**config.mk**
```make
export PLATFORM = sky130hd
export DESIGN_NAME = ckht_ram
export DESIGN_NICKNAME = d
export VERILOG_FILES = /design/src/rtl/core/ckht_ram.sv
export SDC_FILE = /design/constraint.sdc
export NUM_CORES = 1
export LEC_CHECK = 0
export ABC_AREA = 1
export CELL_PAD_IN_SITES_DETAIL_PLACEMENT = 1
export CELL_PAD_IN_SITES_GLOBAL_PLACEMENT = 1
export CORE_UTILIZATION = 30
export DETAILED_ROUTE_END_ITERATION = 12
export DONT_BUFFER_PORTS = 1
export HOLD_SLACK_MARGIN = 0.06
export PLACE_DENSITY = 0.61
export SLEW_MARGIN = 20
export SYNTH_ARGS = -nofsm -noshare
export SYNTH_HDL_FRONTEND = slang
export SYNTH_SLANG_ARGS = --single-unit
```
**constraint.sdc**
```tcl
create_clock -name clk -period 1 [get_ports clk]
set_input_delay 0.15 -clock clk [delete_from_list [all_inputs] [get_ports clk]]
set_output_delay 0.15 -clock clk [all_outputs]
set_load 0.005 [all_outputs]
```
**src/rtl/core/ckht_ram.sv**
```systemverilog
// Generic single-write, single-read RAM with registered read data.
// A read of the address written in the same cycle returns the new data.
// No dependencies.
module ckht_ram #(
  parameter int WIDTH = 8,
  parameter int DEPTH = 16,
  parameter int AW    = (DEPTH > 1) ? $clog2(DEPTH) : 1
) (
  input  logic             clk,
  input  logic             we,
  input  logic [AW-1:0]    waddr,
  input  logic [WIDTH-1:0] wdata,
  input  logic [AW-1:0]    raddr,
  output logic [WIDTH-1:0] rdata
);

  logic [WIDTH-1:0] mem [DEPTH];

  always_ff @(posedge clk) begin
    if (we) begin
      mem[waddr] <= wdata;
    end
    if (we && (waddr == raddr)) begin
      rdata <= wdata;
    end else begin
      rdata <= mem[raddr];
    end
  end

endmodule

```
==> results.sh <==
export IMPL_flow_area_growth_from_synthesis_pct=30.69
export IMPL_hpwl_um=10800
export IMPL_min_period_ns=1.747
export IMPL_core_rowCount=49
export IMPL_cell_type_with_the_largest_total_area_after_synthesis="sky130_fd_sc_hd__edfxtp_1"
export IMPL_num_fill_cells=1989
export IMPL_globalRouteOverflowTotal=0
export IMPL_weighted_congestion_at_the_end_of_routability_driven_global_placement=0.7825
export IMPL_setup_violations=8
export IMPL_largest_register_ffs=128
export IMPL_fin_cells=838
export IMPL_worstMarginPinSlew_ns=0.7347
export IMPL_num_antenna_cells=0
export IMPL_floorplan_initialDensity_pct=31.13
export IMPL_wire_length_of_the_first_global_routing_pass_um=26390
export IMPL_timing_final_crit_share_pct=174.7
export IMPL_crit_fanout=8
export IMPL_firstDrtPassIters=4
export IMPL_largest_registers="mem (128)"
export IMPL_synth_simple_area_share_pct=21.34
export IMPL_largest_register="mem"
export IMPL_clk_pin_slew_ns=0.06
export IMPL_grt_setup_unrepaired="yes"
export IMPL_yosys_warnings=0
export IMPL_synth_cell_types=12
export IMPL_dieArea_um2=19510
export IMPL_post_synth_top_area_fraction_pct=67.59
export IMPL_placeableCoreArea_um2=18270
export IMPL_worst_setup_path_type="flop to primary output"
export IMPL_sequential_cell_area_um2=3928
export IMPL_max_freq_ghz=0.5723
export IMPL_critPathLaunchType="flop"
export IMPL_groute_usage_overall_pct=19.23
export IMPL_hold_viol=0
export IMPL_synth_top_family_by_area="simple AND/OR/NAND/NOR gates"
export IMPL_htree_levels=4
export IMPL_floorplan_io_pins=26
export IMPL_slew_headroom_pct=51.02
export IMPL_grt_max_degree=23
export IMPL_first_global_vias=4287
export IMPL_detailed_routing_wirelength_on_met1_um=7076
export IMPL_timing_max_cap_violations=0
export IMPL_clock_sinks=132
export IMPL_worst_ir_drop_vdd_mv=1.216
export IMPL_detailedRoute_firstIterationViolations=267
export IMPL_met3_length_um=1238
export IMPL_cts_made_buffers=17
export IMPL_async_flop_share_pct=0
export IMPL_io_buffers=0
export IMPL_route_vias_total=4004
export IMPL_worst_endpoint_arrival_ns=1.60
export IMPL_postSynthAreaPerCell_um2=10.40
export IMPL_route_final_wire_length_um=17300
export IMPL_final_area_um2=7432
export IMPL_cp_endpoint_kind="primary output"
export IMPL_die_width_um=139.7
export IMPL_post_route_worst_setup_slack_ns=-0.7474
export IMPL_synthesis_area_um2=5687
export IMPL_routed_wire_length_per_instance_um=20.64
export IMPL_worst_hold_slack_ns=0.2422
export IMPL_worst_hold_path_type="input pin to flop"
export IMPL_cts_tree="done"
export IMPL_synth_ff_type="sky130_fd_sc_hd__edfxtp_1"
export IMPL_final_net_count=614
export IMPL_post_drt_via_cell_ratio=4.778
export IMPL_place_ws_ns=-0.3695
export IMPL_route_detailed_drc=0
export IMPL_synth_nets=565
export IMPL_p_leak_nw=3.203
export IMPL_power_per_standard_cell_area_nw_per_um2=1915
export IMPL_post_synth_mux_area_share_pct=0
export IMPL_run_status="finished, violations left"
export IMPL_synth_yosys_seq_area_share_pct=69.00
export IMPL_synth_xor_xnor_area_share_pct=0
export IMPL_syn_instance_count=547
export IMPL_number_of_enable_type_register_cells_in_the_synthesized_netlist=128
export IMPL_cts_root_to_sink_buffers=2
export IMPL_wl_met2_um=8740
export IMPL_yosys_register_bits=132
export IMPL_failed_checks="setup timing"
export IMPL_placement_cell_area_um2=6211
export IMPL_floorplan_die_height_um=139.7
export IMPL_yosysMostFrequentCell="sky130_fd_sc_hd__nand2_1"
export IMPL_synth_top_cells_by_area="sky130_fd_sc_hd__edfxtp_1 (68%), sky130_fd_sc_hd__nand2_1 (11%), sky130_fd_sc_hd__nand3_1 (8.5%)"
export IMPL_cts_root_buffer="sky130_fd_sc_hd__clkbuf_16"
export IMPL_synth_cells_most_frequent="sky130_fd_sc_hd__nand2_1 (173), sky130_fd_sc_hd__edfxtp_1 (128), sky130_fd_sc_hd__inv_1 (100), sky130_fd_sc_hd__nand3_1 (97), sky130_fd_sc_hd__nor2_1 (17)"
export IMPL_cp_required_ns=0.85
export IMPL_multi_input_area_um2=1469
export IMPL_highest_layer="met4"
export IMPL_synth_compound_area_share_pct=0
export IMPL_antenna_left=0
export IMPL_final_max_slew_viol_count=0
export IMPL_utilization_pct=40.68
export IMPL_number_of_cells_after_detailed_placement=787
export IMPL_synthAdderAreaFrac_pct=0
export IMPL_antenna_found_initial=0
export IMPL_post_route_cells_drive_above_1_share_pct=22.00
## metrics by stage
stage	power, mW	setup TNS [ns]
2_1_floorplan	6.801	-8.513
3_3_place_gp	7.044	-2.750
3_5_place_dp	7.068	-4.999
4_1_cts	14.35	-10.27
5_1_grt	14.67	-6.488
6_report	14.23	-5.777
## what timing repair did
action / 4_1_cts / 5_1_grt
hold buffers: 12 / 0
gates resized for setup: 68 / 9
endpoints found under the setup margin: 8 / 136
setup buffers: 2 / 0
gates cloned: 5 / 0
pin swaps: 19 / 3
hold endpoints to repair: 132 / 0
## layout make-up
| type | instances | share of cell area, % |
|---|---|---|
| Timing Repair Buffer | 54 | 9.579 |
| Sequential cell | 132 | 52.85 |
| Multi-Input combinational cell | 289 | 19.76 |
| Inverter | 102 | 5.253 |
| Clock buffer | 21 | 5.926 |
| Clock inverter | 11 | 2.778 |
| Tap cell | 229 | 3.855 |
## routing by layer
| layer | track usage, % | vias up |
|---|---|---|
| met4 | 6.651 | 0 |
| met1 | 24.21 | 2016 |
| li1 | - | 1868 |
| met3 | 4.749 | 14 |
| met5 | 0 | - |
| met2 | 32.13 | 106 |
## worst max-delay path, cell delays in order, from the launching register on
cell,delay [ns]
sky130_fd_sc_hd__dfxtp_4,0.43
sky130_fd_sc_hd__inv_8,0.09
sky130_fd_sc_hd__buf_12,0.16
sky130_fd_sc_hd__buf_6,0.12
sky130_fd_sc_hd__nand2_2,0.05
sky130_fd_sc_hd__nand3_2,0.06
sky130_fd_sc_hd__nand3_2,0.08
sky130_fd_sc_hd__nand3_2,0.09
sky130_fd_sc_hd__nand2_2,0.10
## final timing paths
| kind | startpoint | slack (ns) | endpoint | cells past startpoint |
|---|---|---|---|---|
| min | we | 0.24 | mem[1][0] | 3 |
| max | flop | -0.75 | rdata[6] | 8 |
## where the power goes
part / total [mW] / switching, mW / internal [mW]
logic: 1.06 / 0.661 / 0.395
registers: 6.23 / 0.0424 / 6.19
clock network: 6.95 / 2.30 / 4.65
## cell usage in the layout (no fill, tap or decap)
cell type,synthesis,routed
sky130_fd_sc_hd__buf_12,0,11
sky130_fd_sc_hd__buf_16,0,5
sky130_fd_sc_hd__buf_4,4,22
sky130_fd_sc_hd__buf_6,6,3
sky130_fd_sc_hd__buf_8,0,1
sky130_fd_sc_hd__bufinv_16,0,6
sky130_fd_sc_hd__clkbuf_1,0,4
sky130_fd_sc_hd__clkbuf_16,0,17
sky130_fd_sc_hd__clkinv_1,0,1
sky130_fd_sc_hd__clkinv_2,0,3
sky130_fd_sc_hd__clkinvlp_4,0,1
sky130_fd_sc_hd__dfxtp_1,4,3
sky130_fd_sc_hd__dfxtp_4,0,1
sky130_fd_sc_hd__dlygate4sd3_1,0,4
sky130_fd_sc_hd__dlymetal6s4s_1,0,8
sky130_fd_sc_hd__edfxtp_1,128,128
sky130_fd_sc_hd__inv_1,100,99
sky130_fd_sc_hd__inv_2,2,2
sky130_fd_sc_hd__inv_8,0,1
sky130_fd_sc_hd__nand2_1,173,159
sky130_fd_sc_hd__nand2_2,0,14
sky130_fd_sc_hd__nand3_1,97,56
sky130_fd_sc_hd__nand3_2,0,41
sky130_fd_sc_hd__nand3b_1,2,2
sky130_fd_sc_hd__nor2_1,17,11
sky130_fd_sc_hd__nor2_2,0,6
## cells by family after synthesis
family | after synthesis
DFF | 132
and+or+nand+nor | 289
buffers and inverters | 126
Power figures use the tool's default switching activity.
